==> src/rtl/bpc_pkg.sv <==
// Shared types, phase codes and defaults for the button press count entry block.
package bpc_pkg;

  localparam int COUNT_MAX_DEF = 255;
  localparam int TIME_BITS_DEF = 16;

  localparam int CNT_W   = 8;
  localparam int PHASE_W = 3;
  localparam int DEB_W   = 8;
  localparam int LIM_W   = 16;
  localparam int CFG_IDX_W  = 2;
  localparam int CFG_DATA_W = 16;

  localparam logic [PHASE_W-1:0] PH_IDLE     = 3'd0;
  localparam logic [PHASE_W-1:0] PH_WAIT_REL = 3'd1;
  localparam logic [PHASE_W-1:0] PH_WAIT_PRS = 3'd2;
  localparam logic [PHASE_W-1:0] PH_FIRST_DB = 3'd3;
  localparam logic [PHASE_W-1:0] PH_COUNTING = 3'd4;
  localparam logic [PHASE_W-1:0] PH_COUNT_DB = 3'd5;
  localparam logic [PHASE_W-1:0] PH_FINAL    = 3'd6;

  localparam logic [CFG_IDX_W-1:0] REG_ACTIVE_LOW = 2'd0;
  localparam logic [CFG_IDX_W-1:0] REG_DEBOUNCE   = 2'd1;
  localparam logic [CFG_IDX_W-1:0] REG_WINDOW     = 2'd2;
  localparam logic [CFG_IDX_W-1:0] REG_IDLE       = 2'd3;

  localparam logic [DEB_W-1:0] DEB_MAX = 8'd255;

  typedef struct packed {
    logic             active_low;
    logic [DEB_W-1:0] debounce_ticks;
    logic [LIM_W-1:0] window_ticks;
    logic [LIM_W-1:0] idle_ticks;
  } cfg_t;

  typedef struct packed {
    logic [PHASE_W-1:0] phase;
    logic [CNT_W-1:0]   count;
    logic [DEB_W-1:0]   debounce;
    logic               was_pressed;
  } ctl_t;

  typedef struct packed {
    logic [CNT_W-1:0]   press_count;
    logic [PHASE_W-1:0] phase;
    logic               locked;
    logic               done_res;
  } res_t;

endpackage

==> src/rtl/bpc_cfg.sv <==
// Configuration register file for the button press count entry block.
module bpc_cfg
  import bpc_pkg::*;
(
  input  logic                  clk,
  input  logic                  rst_n,
  input  logic                  cfg_valid,
  input  logic [CFG_IDX_W-1:0]  cfg_index,
  input  logic [CFG_DATA_W-1:0] cfg_data,
  output cfg_t                  cfg
);

  cfg_t cfg_r;
  cfg_t cfg_nxt;

  always_comb begin
    cfg_nxt = cfg_r;
    if (cfg_valid) begin
      case (cfg_index)
        REG_ACTIVE_LOW: cfg_nxt.active_low     = cfg_data[0];
        REG_DEBOUNCE:   cfg_nxt.debounce_ticks = cfg_data[DEB_W-1:0];
        REG_WINDOW:     cfg_nxt.window_ticks   = cfg_data[LIM_W-1:0];
        REG_IDLE:       cfg_nxt.idle_ticks     = cfg_data[LIM_W-1:0];
        default:        cfg_nxt = cfg_r;
      endcase
    end
  end

  always_ff @(posedge clk) begin
    if (!rst_n) begin
      cfg_r.active_low     <= 1'b1;
      cfg_r.debounce_ticks <= 8'd4;
      cfg_r.window_ticks   <= 16'd1000;
      cfg_r.idle_ticks     <= 16'd300;
    end else begin
      cfg_r <= cfg_nxt;
    end
  end

  assign cfg = cfg_r;

endmodule

==> src/rtl/bpc_step.sv <==
// Per-beat next-state logic: phase sequencing, debounce, window and idle timers.
module bpc_step
  import bpc_pkg::*;
#(
  parameter int COUNT_MAX = COUNT_MAX_DEF,
  parameter int TIME_BITS = TIME_BITS_DEF
)(
  input  cfg_t                 cfg,
  input  ctl_t                 ctl,
  input  logic [TIME_BITS-1:0] elapsed,
  input  logic [TIME_BITS-1:0] idle,
  input  logic                 func,
  input  logic                 raw_level,
  output ctl_t                 ctl_nxt,
  output logic [TIME_BITS-1:0] elapsed_nxt,
  output logic [TIME_BITS-1:0] idle_nxt,
  output res_t                 res
);

  localparam int CMP_W = (TIME_BITS > LIM_W) ? TIME_BITS : LIM_W;
  localparam logic [TIME_BITS-1:0] TIME_MAX = {TIME_BITS{1'b1}};
  localparam logic [CMP_W-1:0] TIME_MAX_W = CMP_W'(TIME_MAX);
  localparam logic [CNT_W-1:0] CNT_TOP = CNT_W'(COUNT_MAX);

  logic             pressed;
  logic [DEB_W-1:0] dmin;
  logic [CMP_W-1:0] win_lim;
  logic [CMP_W-1:0] idl_lim;
  logic [TIME_BITS-1:0] el_inc;
  logic [TIME_BITS-1:0] id_inc;
  logic [DEB_W-1:0] db_inc;
  logic             win_hit;
  logic             idl_hit;
  logic             lock;
  logic             done;

  // Effective limits: zero acts as one, anything above the timer range clamps.
  always_comb begin
    win_lim = (cfg.window_ticks == '0) ? CMP_W'(1) : CMP_W'(cfg.window_ticks);
    if (win_lim > TIME_MAX_W) win_lim = TIME_MAX_W;
    idl_lim = (cfg.idle_ticks == '0) ? CMP_W'(1) : CMP_W'(cfg.idle_ticks);
    if (idl_lim > TIME_MAX_W) idl_lim = TIME_MAX_W;
  end

  assign pressed = cfg.active_low ? ~raw_level : raw_level;
  assign dmin    = (cfg.debounce_ticks == '0) ? DEB_W'(1) : cfg.debounce_ticks;
  assign el_inc  = (elapsed == TIME_MAX) ? elapsed : elapsed + TIME_BITS'(1);
  assign id_inc  = (idle == TIME_MAX) ? idle : idle + TIME_BITS'(1);
  assign db_inc  = (ctl.debounce == DEB_MAX) ? ctl.debounce : ctl.debounce + DEB_W'(1);
  assign win_hit = CMP_W'(el_inc) >= win_lim;
  assign idl_hit = CMP_W'(id_inc) >= idl_lim;

  always_comb begin
    ctl_nxt     = ctl;
    elapsed_nxt = elapsed;
    idle_nxt    = idle;
    lock        = 1'b0;
    done        = 1'b0;
    if (func) begin
      ctl_nxt.count       = '0;
      ctl_nxt.debounce    = '0;
      ctl_nxt.was_pressed = 1'b0;
      ctl_nxt.phase       = PH_WAIT_REL;
      elapsed_nxt         = '0;
      idle_nxt            = '0;
    end else begin
      case (ctl.phase)
        PH_WAIT_REL: begin
          if (!pressed) ctl_nxt.phase = PH_WAIT_PRS;
        end
        PH_WAIT_PRS: begin
          if (pressed) begin
            ctl_nxt.debounce = '0;
            ctl_nxt.phase    = PH_FIRST_DB;
          end
        end
        PH_FIRST_DB: begin
          ctl_nxt.debounce = db_inc;
          if (db_inc >= dmin) begin
            if (pressed) begin
              ctl_nxt.count       = CNT_W'(1);
              ctl_nxt.was_pressed = 1'b1;
              elapsed_nxt         = '0;
              idle_nxt            = '0;
              ctl_nxt.phase       = PH_COUNTING;
            end else begin
              ctl_nxt.phase = PH_WAIT_PRS;
            end
          end
        end
        PH_COUNTING: begin
          // an idle lock skips the window tick
          if (!pressed && idl_hit) begin
            ctl_nxt.was_pressed = 1'b0;
            idle_nxt            = id_inc;
            lock                = 1'b1;
          end else begin
            if (pressed && !ctl.was_pressed) begin
              ctl_nxt.debounce = '0;
              ctl_nxt.phase    = PH_COUNT_DB;
            end else if (!pressed) begin
              ctl_nxt.was_pressed = 1'b0;
              idle_nxt            = id_inc;
            end else begin
              idle_nxt = '0;
            end
            elapsed_nxt = el_inc;
            lock        = win_hit;
          end
        end
        PH_COUNT_DB: begin
          ctl_nxt.debounce = db_inc;
          elapsed_nxt      = el_inc;
          if (db_inc >= dmin) begin
            if (win_hit) begin
              lock = 1'b1;
            end else begin
              if (pressed) begin
                if (ctl.count < CNT_TOP) ctl_nxt.count = ctl.count + CNT_W'(1);
                ctl_nxt.was_pressed = 1'b1;
                idle_nxt            = '0;
              end
              ctl_nxt.phase = PH_COUNTING;
            end
          end
        end
        PH_FINAL: begin
          if (!pressed) begin
            done          = 1'b1;
            ctl_nxt.phase = PH_IDLE;
          end
        end
        default: begin
        end
      endcase
      if (lock) begin
        if (ctl_nxt.count == '0) ctl_nxt.count = CNT_W'(1);
        ctl_nxt.phase = PH_FINAL;
      end
    end
  end

  assign res.press_count = ctl_nxt.count;
  assign res.phase       = ctl_nxt.phase;
  assign res.locked      = lock;
  assign res.done_res    = done;

endmodule

==> src/rtl/button_press_count_entry.sv <==
// Top level of the button press count entry block: beat registers, state and checks.
//
// Usage: each input beat is either a start command (in_func = 1) or one poll
// tick (in_func = 0) carrying the raw pin level in in_raw_level. Every input
// beat gives exactly one output beat: the press count, the phase after the
// beat, a one-beat locked pulse (drive the beeper from it) and a one-beat
// done_res pulse when the key is released after locking.
// A beat accepted on in_valid is registered at the input, the update runs on
// the registered beat, and the result is held in the output register.
// Throughput: one beat per cycle while out_stall is low; the state update is a
// single pass of compare/increment logic between the input and output registers.
// Stall: while out_stall holds a pending result, the output register keeps it,
// one more beat can wait in the input register, and then in_stall rises.
// Reset clears both beat registers, the state (phase idle, count zero) and
// loads the register defaults: active low, debounce 4, window 1000, idle 300.
// Configuration beats on cfg_ are always taken (cfg_ready stays high) and are
// to be written only while no tick is in flight.
module button_press_count_entry
  import bpc_pkg::*;
#(
  parameter int COUNT_MAX = COUNT_MAX_DEF,
  parameter int TIME_BITS = TIME_BITS_DEF
)(
  input  logic                  clk,
  input  logic                  rst_n,
  input  logic                  in_valid,
  output logic                  in_stall,
  input  logic                  in_func,
  input  logic                  in_raw_level,
  output logic                  out_valid,
  input  logic                  out_stall,
  output logic [CNT_W-1:0]      out_press_count,
  output logic [PHASE_W-1:0]    out_phase,
  output logic                  out_locked,
  output logic                  out_done_res,
  input  logic                  cfg_valid,
  output logic                  cfg_ready,
  input  logic [CFG_IDX_W-1:0]  cfg_index,
  input  logic [CFG_DATA_W-1:0] cfg_data
);

  cfg_t cfg;

  logic in_vld_r;
  logic func_r;
  logic raw_r;
  logic out_vld_r;
  res_t res_r;
  res_t res_nxt;
  ctl_t ctl_r;
  ctl_t ctl_nxt;
  logic [TIME_BITS-1:0] elapsed_r;
  logic [TIME_BITS-1:0] elapsed_nxt;
  logic [TIME_BITS-1:0] idle_r;
  logic [TIME_BITS-1:0] idle_nxt;
  logic out_take;
  logic in_take;

  assign cfg_ready = 1'b1;

  bpc_cfg u_cfg (
    .clk       (clk),
    .rst_n     (rst_n),
    .cfg_valid (cfg_valid),
    .cfg_index (cfg_index),
    .cfg_data  (cfg_data),
    .cfg       (cfg)
  );

  bpc_step #(
    .COUNT_MAX (COUNT_MAX),
    .TIME_BITS (TIME_BITS)
  ) u_step (
    .cfg         (cfg),
    .ctl         (ctl_r),
    .elapsed     (elapsed_r),
    .idle        (idle_r),
    .func        (func_r),
    .raw_level   (raw_r),
    .ctl_nxt     (ctl_nxt),
    .elapsed_nxt (elapsed_nxt),
    .idle_nxt    (idle_nxt),
    .res         (res_nxt)
  );

  // output register frees up when empty or when its beat is taken
  assign out_take = in_vld_r && (!out_vld_r || !out_stall);
  assign in_stall = in_vld_r && !out_take;
  assign in_take  = in_valid && !in_stall;

  always_ff @(posedge clk) begin
    if (!rst_n) begin
      in_vld_r  <= 1'b0;
      out_vld_r <= 1'b0;
      ctl_r     <= '0;
      elapsed_r <= '0;
      idle_r    <= '0;
    end else begin
      if (in_take) begin
        in_vld_r <= 1'b1;
      end else if (out_take) begin
        in_vld_r <= 1'b0;
      end
      if (out_take) begin
        out_vld_r <= 1'b1;
        ctl_r     <= ctl_nxt;
        elapsed_r <= elapsed_nxt;
        idle_r    <= idle_nxt;
      end else if (!out_stall) begin
        out_vld_r <= 1'b0;
      end
    end
  end

  always_ff @(posedge clk) begin
    if (in_take) begin
      func_r <= in_func;
      raw_r  <= in_raw_level;
    end
    if (out_take) begin
      res_r <= res_nxt;
    end
  end

  assign out_valid       = out_vld_r;
  assign out_press_count = res_r.press_count;
  assign out_phase       = res_r.phase;
  assign out_locked      = res_r.locked;
  assign out_done_res    = res_r.done_res;

  a_lock_phase: assert property (@(posedge clk) disable iff (!rst_n)
    out_vld_r && res_r.locked |-> res_r.phase == PH_FINAL && res_r.press_count != '0)
    else $error("lock beat without final phase or with zero count");

  a_done_phase: assert property (@(posedge clk) disable iff (!rst_n)
    out_vld_r && res_r.done_res |-> res_r.phase == PH_IDLE && !res_r.locked)
    else $error("done beat not in idle phase");

  a_state_hold: assert property (@(posedge clk) disable iff (!rst_n)
    !out_take |=> $stable(ctl_r) && $stable(elapsed_r) && $stable(idle_r))
    else $error("state changed without a beat moving to the output");

  a_reset_empty: assert property (@(posedge clk)
    !rst_n |=> !out_vld_r && !in_vld_r)
    else $error("beat registers not empty after reset");

endmodule
==> config.mk <==
export PLATFORM = sky130hd
export DESIGN_NAME = button_press_count_entry
export DESIGN_NICKNAME = d
export VERILOG_FILES = /design/src/rtl/bpc_pkg.sv /design/src/rtl/bpc_cfg.sv /design/src/rtl/bpc_step.sv /design/src/rtl/button_press_count_entry.sv
export SDC_FILE = /design/constraint.sdc
export NUM_CORES = 1
export LEC_CHECK = 0
export ABC_CLOCK_PERIOD_IN_PS = 9800
export BUFFER_PORTS_ARGS = -buffer_cell sky130_fd_sc_hd__buf_2
export CORE_UTILIZATION = 30
export DETAILED_ROUTE_END_ITERATION = 6
export PLACE_DENSITY = 0.49
export SETUP_SLACK_MARGIN = 0.3
export SLEW_MARGIN = 0
export SYNTH_ARGS = -nofsm -noshare
export SYNTH_HDL_FRONTEND = slang
export SYNTH_SLANG_ARGS = --single-unit
==> constraint.sdc <==
create_clock -name clk -period 9.8 [get_ports clk]
set_input_delay 2.45 -clock clk [delete_from_list [all_inputs] [get_ports clk]]
set_output_delay 2.45 -clock clk [all_outputs]
set_load 0.03 [all_outputs]
After elaboration in Yosys (flattened, before gate mapping)
Index checks and enable logic that the tools add are counted.
- output and inout bits: 16
- logic and storage cells: 145
- input bits: 25
- register bits after elaboration: 110
- bitwise gates (word level): 2
- multiplexer cells: 63
- eq/ne operators: 22
- reduce and logical (&&, ||, !) cells: 30
- $add $sub $neg: 4
- order comparisons: 6
- operators with widths (operator ; number):
    two-way mux 16 bit ; 18
    one-hot mux 16 bit (3 select lines) ; 2
    two-way mux 8 bit ; 10
    two-way mux 11 bit ; 4
    adder 16 x 1 -> 16 bit (second input constant) ; 2
    == test 16 bit (second input constant) ; 2
    >= comparator 16 bit ; 2
    > comparator 16 bit (second input constant) ; 2
    zero test 16 bit ; 2
    one-hot mux 8 bit (3 select lines) ; 1
    two-way mux 20 bit ; 1
    two-way mux 3 bit ; 6
    one-hot mux 3 bit (6 select lines) ; 1
    two-way mux 1 bit ; 17
    adder 8 x 1 -> 8 bit (second input constant) ; 2
    zero test 8 bit ; 2
    one-hot mux 8 bit (2 select lines) ; 1
    inequality test 3 x 2 -> 1 bit (second input constant) ; 5
    AND reduction 5 bit ; 2
    == test 3 bit (second input constant) ; 3
    == test 8 bit (second input constant) ; 1
    >= comparator 8 bit ; 1
    less-than comparator 8 bit (second input constant) ; 1
    AND reduction 2 bit ; 4
    other kinds (20) ; 35

Depth between registers and ports, before layout
- depth in word-level cells: 13
- depth in mapped cells: 21
- gate-level depth less buffers: 18

Cells and area by module
From an unflattened synthesis, not the netlist that was laid out.
- cells, all modules: 977
- area, all modules: 7870.0 um^2
- modules (own cells, without submodules) (module ; cells an instance ; instances ; seq. area each (um^2) ; area each (um^2)):
    bpc_step ; 563 ; 1 ; 0.0 ; 3579.7
    button_press_count_entry ; 251 ; 1 ; 1531.5 ; 2671.3
    bpc_cfg ; 163 ; 1 ; 820.8 ; 1619.1

Worst setup path before layout
No wires, ideal clock.
- path kind: input port to output port
- start point: input port out_stall
- end point: output port in_stall
- data arrival time: 2801 ps
- data required time: 7350 ps
- buffers on the path: 0
- path slack: 4549 ps
- stages: 1
- path through: and3_1
- longest elaborated chain between the ends: 5
- RTL lines (element ; RTL line ; RTL):
    start: declaration ; button_press_count_entry.sv:31 ; input logic out_stall,
    zero test 1 bit ; n/a ;
    logical OR 1 bit ; button_press_count_entry.sv:87 ; assign out_take = in_vld_r && (!out_vld_r || !out_stall);
    logical AND 1 bit ; button_press_count_entry.sv:87 ;
    zero test 1 bit ; button_press_count_entry.sv:88 ; assign in_stall = in_vld_r && !out_take;
    logical AND 1 bit ; button_press_count_entry.sv:88 ;
    end: declaration ; button_press_count_entry.sv:27 ; output logic in_stall,
No other way between the ends.

Final worst setup path
Ends and elaborated chain as after synthesis.

==> results_dict.tcl <==
set metrics [dict create \
    path_max_fanout 3 \
    arrival_ns 2.94 \
    antenna_found_initial 0 \
    area_growth_pct 9.59 \
    synth_top_area_share 0.290 \
    cts_setup_buffers 0 \
    clock_skew_ns 0.0112 \
    synth_mux_area_frac 0.0236 \
    crit_path_end_kind "primary output" \
    tns_ns 0 \
    multi_input_area_um2 3820 \
    dp_slack_ns 4.21 \
    yosys.area.top_type "dfxtp_1" \
    fmax_mhz 185 \
    min_from "u_cfg.cfg[0]" \
    synth_seq_area_share 0.359 \
    synth-seq-cells 110 \
    cts.sinks 110 \
    yosysMostFrequentCell "nand2_1" \
    htree_levels 3 \
    ys_types 73 \
    track_usage 0.152 \
    cp-start-kind "input port" \
    ys_warn_count 0 \
    drv_cap 0 \
    synth_edf_count 15 \
    grt_remaining_overflow 0 \
    drive_above_1_share 0.0911 \
    synthTopCellsByCount "113 x nand2_1, 95 x dfxtp_1, 51 x inv_1" \
    crit_path_max_incr_delay_ns 0.21 \
    relSlewSlack 0.325 \
    sequentialPowerShare 0.531 \
    drt_iter0_markers 279 \
    start_util 0.309 \
    power.net_switching_uw 232 \
    peakVddDrop_uv 78.4 \
    syn_nets 852 \
    fin_crit_sh 0.550 \
    regArea_um2 2350 \
    post-dp-hpwl_um 11800 \
    synth_compound_area_frac 0.202 \
    p_int_uw 663 \
    grt_pass1_vias 5036 \
    avgSynthCellArea_um2 8.38 \
    wire_per_inst_um 15.2 \
    rsz0062_at_grt "no" \
    viasPerCell 5.03 \
    grt.met3_usage 0.0192 \
    path_cells "buf_2 -> and3_1 -> buf_2" \
    place_congestion 0.787 \
    dieArea_um2 22500 \
    busiest_layer "met2" \
    critPathRequiredTime_ns 7.35 \
    synth_area_leaders "dfxtp_1 29%, ha_1 8.4%, edfxtp_1 6.9%" \
    leakagePower_uw 0.00279 \
    critPathKind "input port to primary output" \
    hold_buffers 0 \
    fin_ws_ns 4.41 \
    cts_buffer_depth 2 \
    crit_path_frequent_cell "buf_2" \
    ant_nets 0 \
    slew_violations 0 \
    synth-adder-area-share 0.0839 \
    power_density_nw_per_um2 124 \
    synth_top_family_by_area "simple AND/OR/NAND/NOR gates" \
    status "completed" \
    p_comb_frac 0.074 \
    fin_crit_ns 5.39 \
    use_met2 0.241 \
    wl_um 16300 \
    syn-instance-count 783 \
    die_y_um 150 \
    final_nets 865 \
    setup_violations 0 \
    clockPowerShare 0.395 \
    cts_resized 0 \
    dr.pass1.iters 5 \
    p_sw_frac 0.259 \
    met1_usage 0.211 \
    ys_async_sr_fraction 0 \
    crit_slowest_cell "buf_2" \
    nFillCells 2272 \
    drc 0 \
    synth_xor_area_frac 0.0400 \
    startpoint "out_stall" \
    numCtsBuffers 9 \
    syn-cell-area_um2 6560 \
    hp-class "register to register" \
    cts_tree "done" \
    tightest_slew_ns 1.01 \
    ys_dominant_reg_cell "dfxtp_1" \
    routed-via-count 5411 \
    synthSimpleGateAreaFrac 0.232 \
    grt_pass1_wl_um 26600 \
    core-area_um2 21200 \
    rr_startpoint "elapsed_r[2]" \
    clk_pin_slew_ns 0.07 \
    cts-root-buf "clkbuf_16" \
    antenna_cells 0 \
    insertion_delay_ns 0.36 \
    die_x_um 150 \
    grt_max_degree 84 \
    hold_viol 0 \
    io_pins 41 \
    row_count 53 \
    port-buffer-count 39 \
]
-- state kept, by name (all words and copies together), names as in the netlist --
signal           cells
out_done_res         1
u_cfg.cfg           41
func_r               1
out_phase            3
out_valid            1
out_locked           1
idle_r              16
raw_r                1
elapsed_r           16
out_press_count      8
in_vld_r             1
ctl_r               20
-- kinds of logic (layout without fill, tap and decap cells) --
kind of cell             Yosys count  in the layout
buffers and inverters             90            108
XOR/XNOR                          30             30
adder cells (fa/ha/maj)           44             44
other                              1              1
AO/OA/AOI/OAI                    191            191
flip-flops                       110            110
multiplexers                      15             15
AND/OR/NAND/NOR                  302            302
-- through the flow --
stage	utilization	cell area, um^2	total power, uW	cells	hold WS (ns)
final	0.339	7190	895	1076	0.468
after CTS	0.339	7190	909	1076	0.473
after global placement	0.326	6920	553	1060	0.455
after detailed placement	0.326	6920	553	1060	0.464
after floorplan	-	6560	530	783	0.432
after global routing	0.339	7190	931	1076	0.508
-- layout by cell type, fill, tap and decap left out, types with 22 or more instances in the layout --
cell	Yosys	layout
a21boi_0	30	30
a21oi_1	34	34
buf_2	7	39
dfxtp_1	95	95
ha_1	44	44
inv_1	51	51
nand2_1	113	113
nor2_1	45	45
nor2b_1	30	30
o21ai_0	31	31
xnor2_1	22	22
-- critical path, delay by kind of cell --
family        cells  cell delay (ns)
buf+inv           2             0.30
simple gates      1             0.19
-- per-layer routing --
layer	part of all wire	routed length (um)
met5	0	0
met2	0.45	7370
met1	0.51	8390
met4	0.011	187
met3	0.023	372
-- power groups by stage --
| stage | Clock, uW | Sequential, uW | Combinational [uW] |
|---|---|---|---|
| detailed placement | 0 | 486 | 67.4 |
| global route | 379 | 477 | 74.5 |
| global placement | 0 | 486 | 67.4 |
| finish | 353 | 475 | 66.4 |
| floorplan | 0 | 486 | 44.2 |
| CTS | 366 | 475 | 67.9 |
-- final cells by class --
class                      instances  area share
multi-input combinational        583       0.531
inverter                          51      0.0266
tap                              275      0.0479
clock buffer                       9      0.0313
clock inverter                     7     0.00661
timing repair buffer              41      0.0292
sequential                       110       0.327
-- worst paths after layout --
| path | slack, ns | cells after the start | endpoint |
|---|---|---|---|
| max | 4.41 | 3 | in_stall |
| min | 0.47 | 2 | u_cfg.cfg[0] |
| max reg2reg | 4.52 | 17 | idle_r[14] |
| min reg2reg | 0.47 | 2 | u_cfg.cfg[0] |
Power figures use the tool's default switching activity.
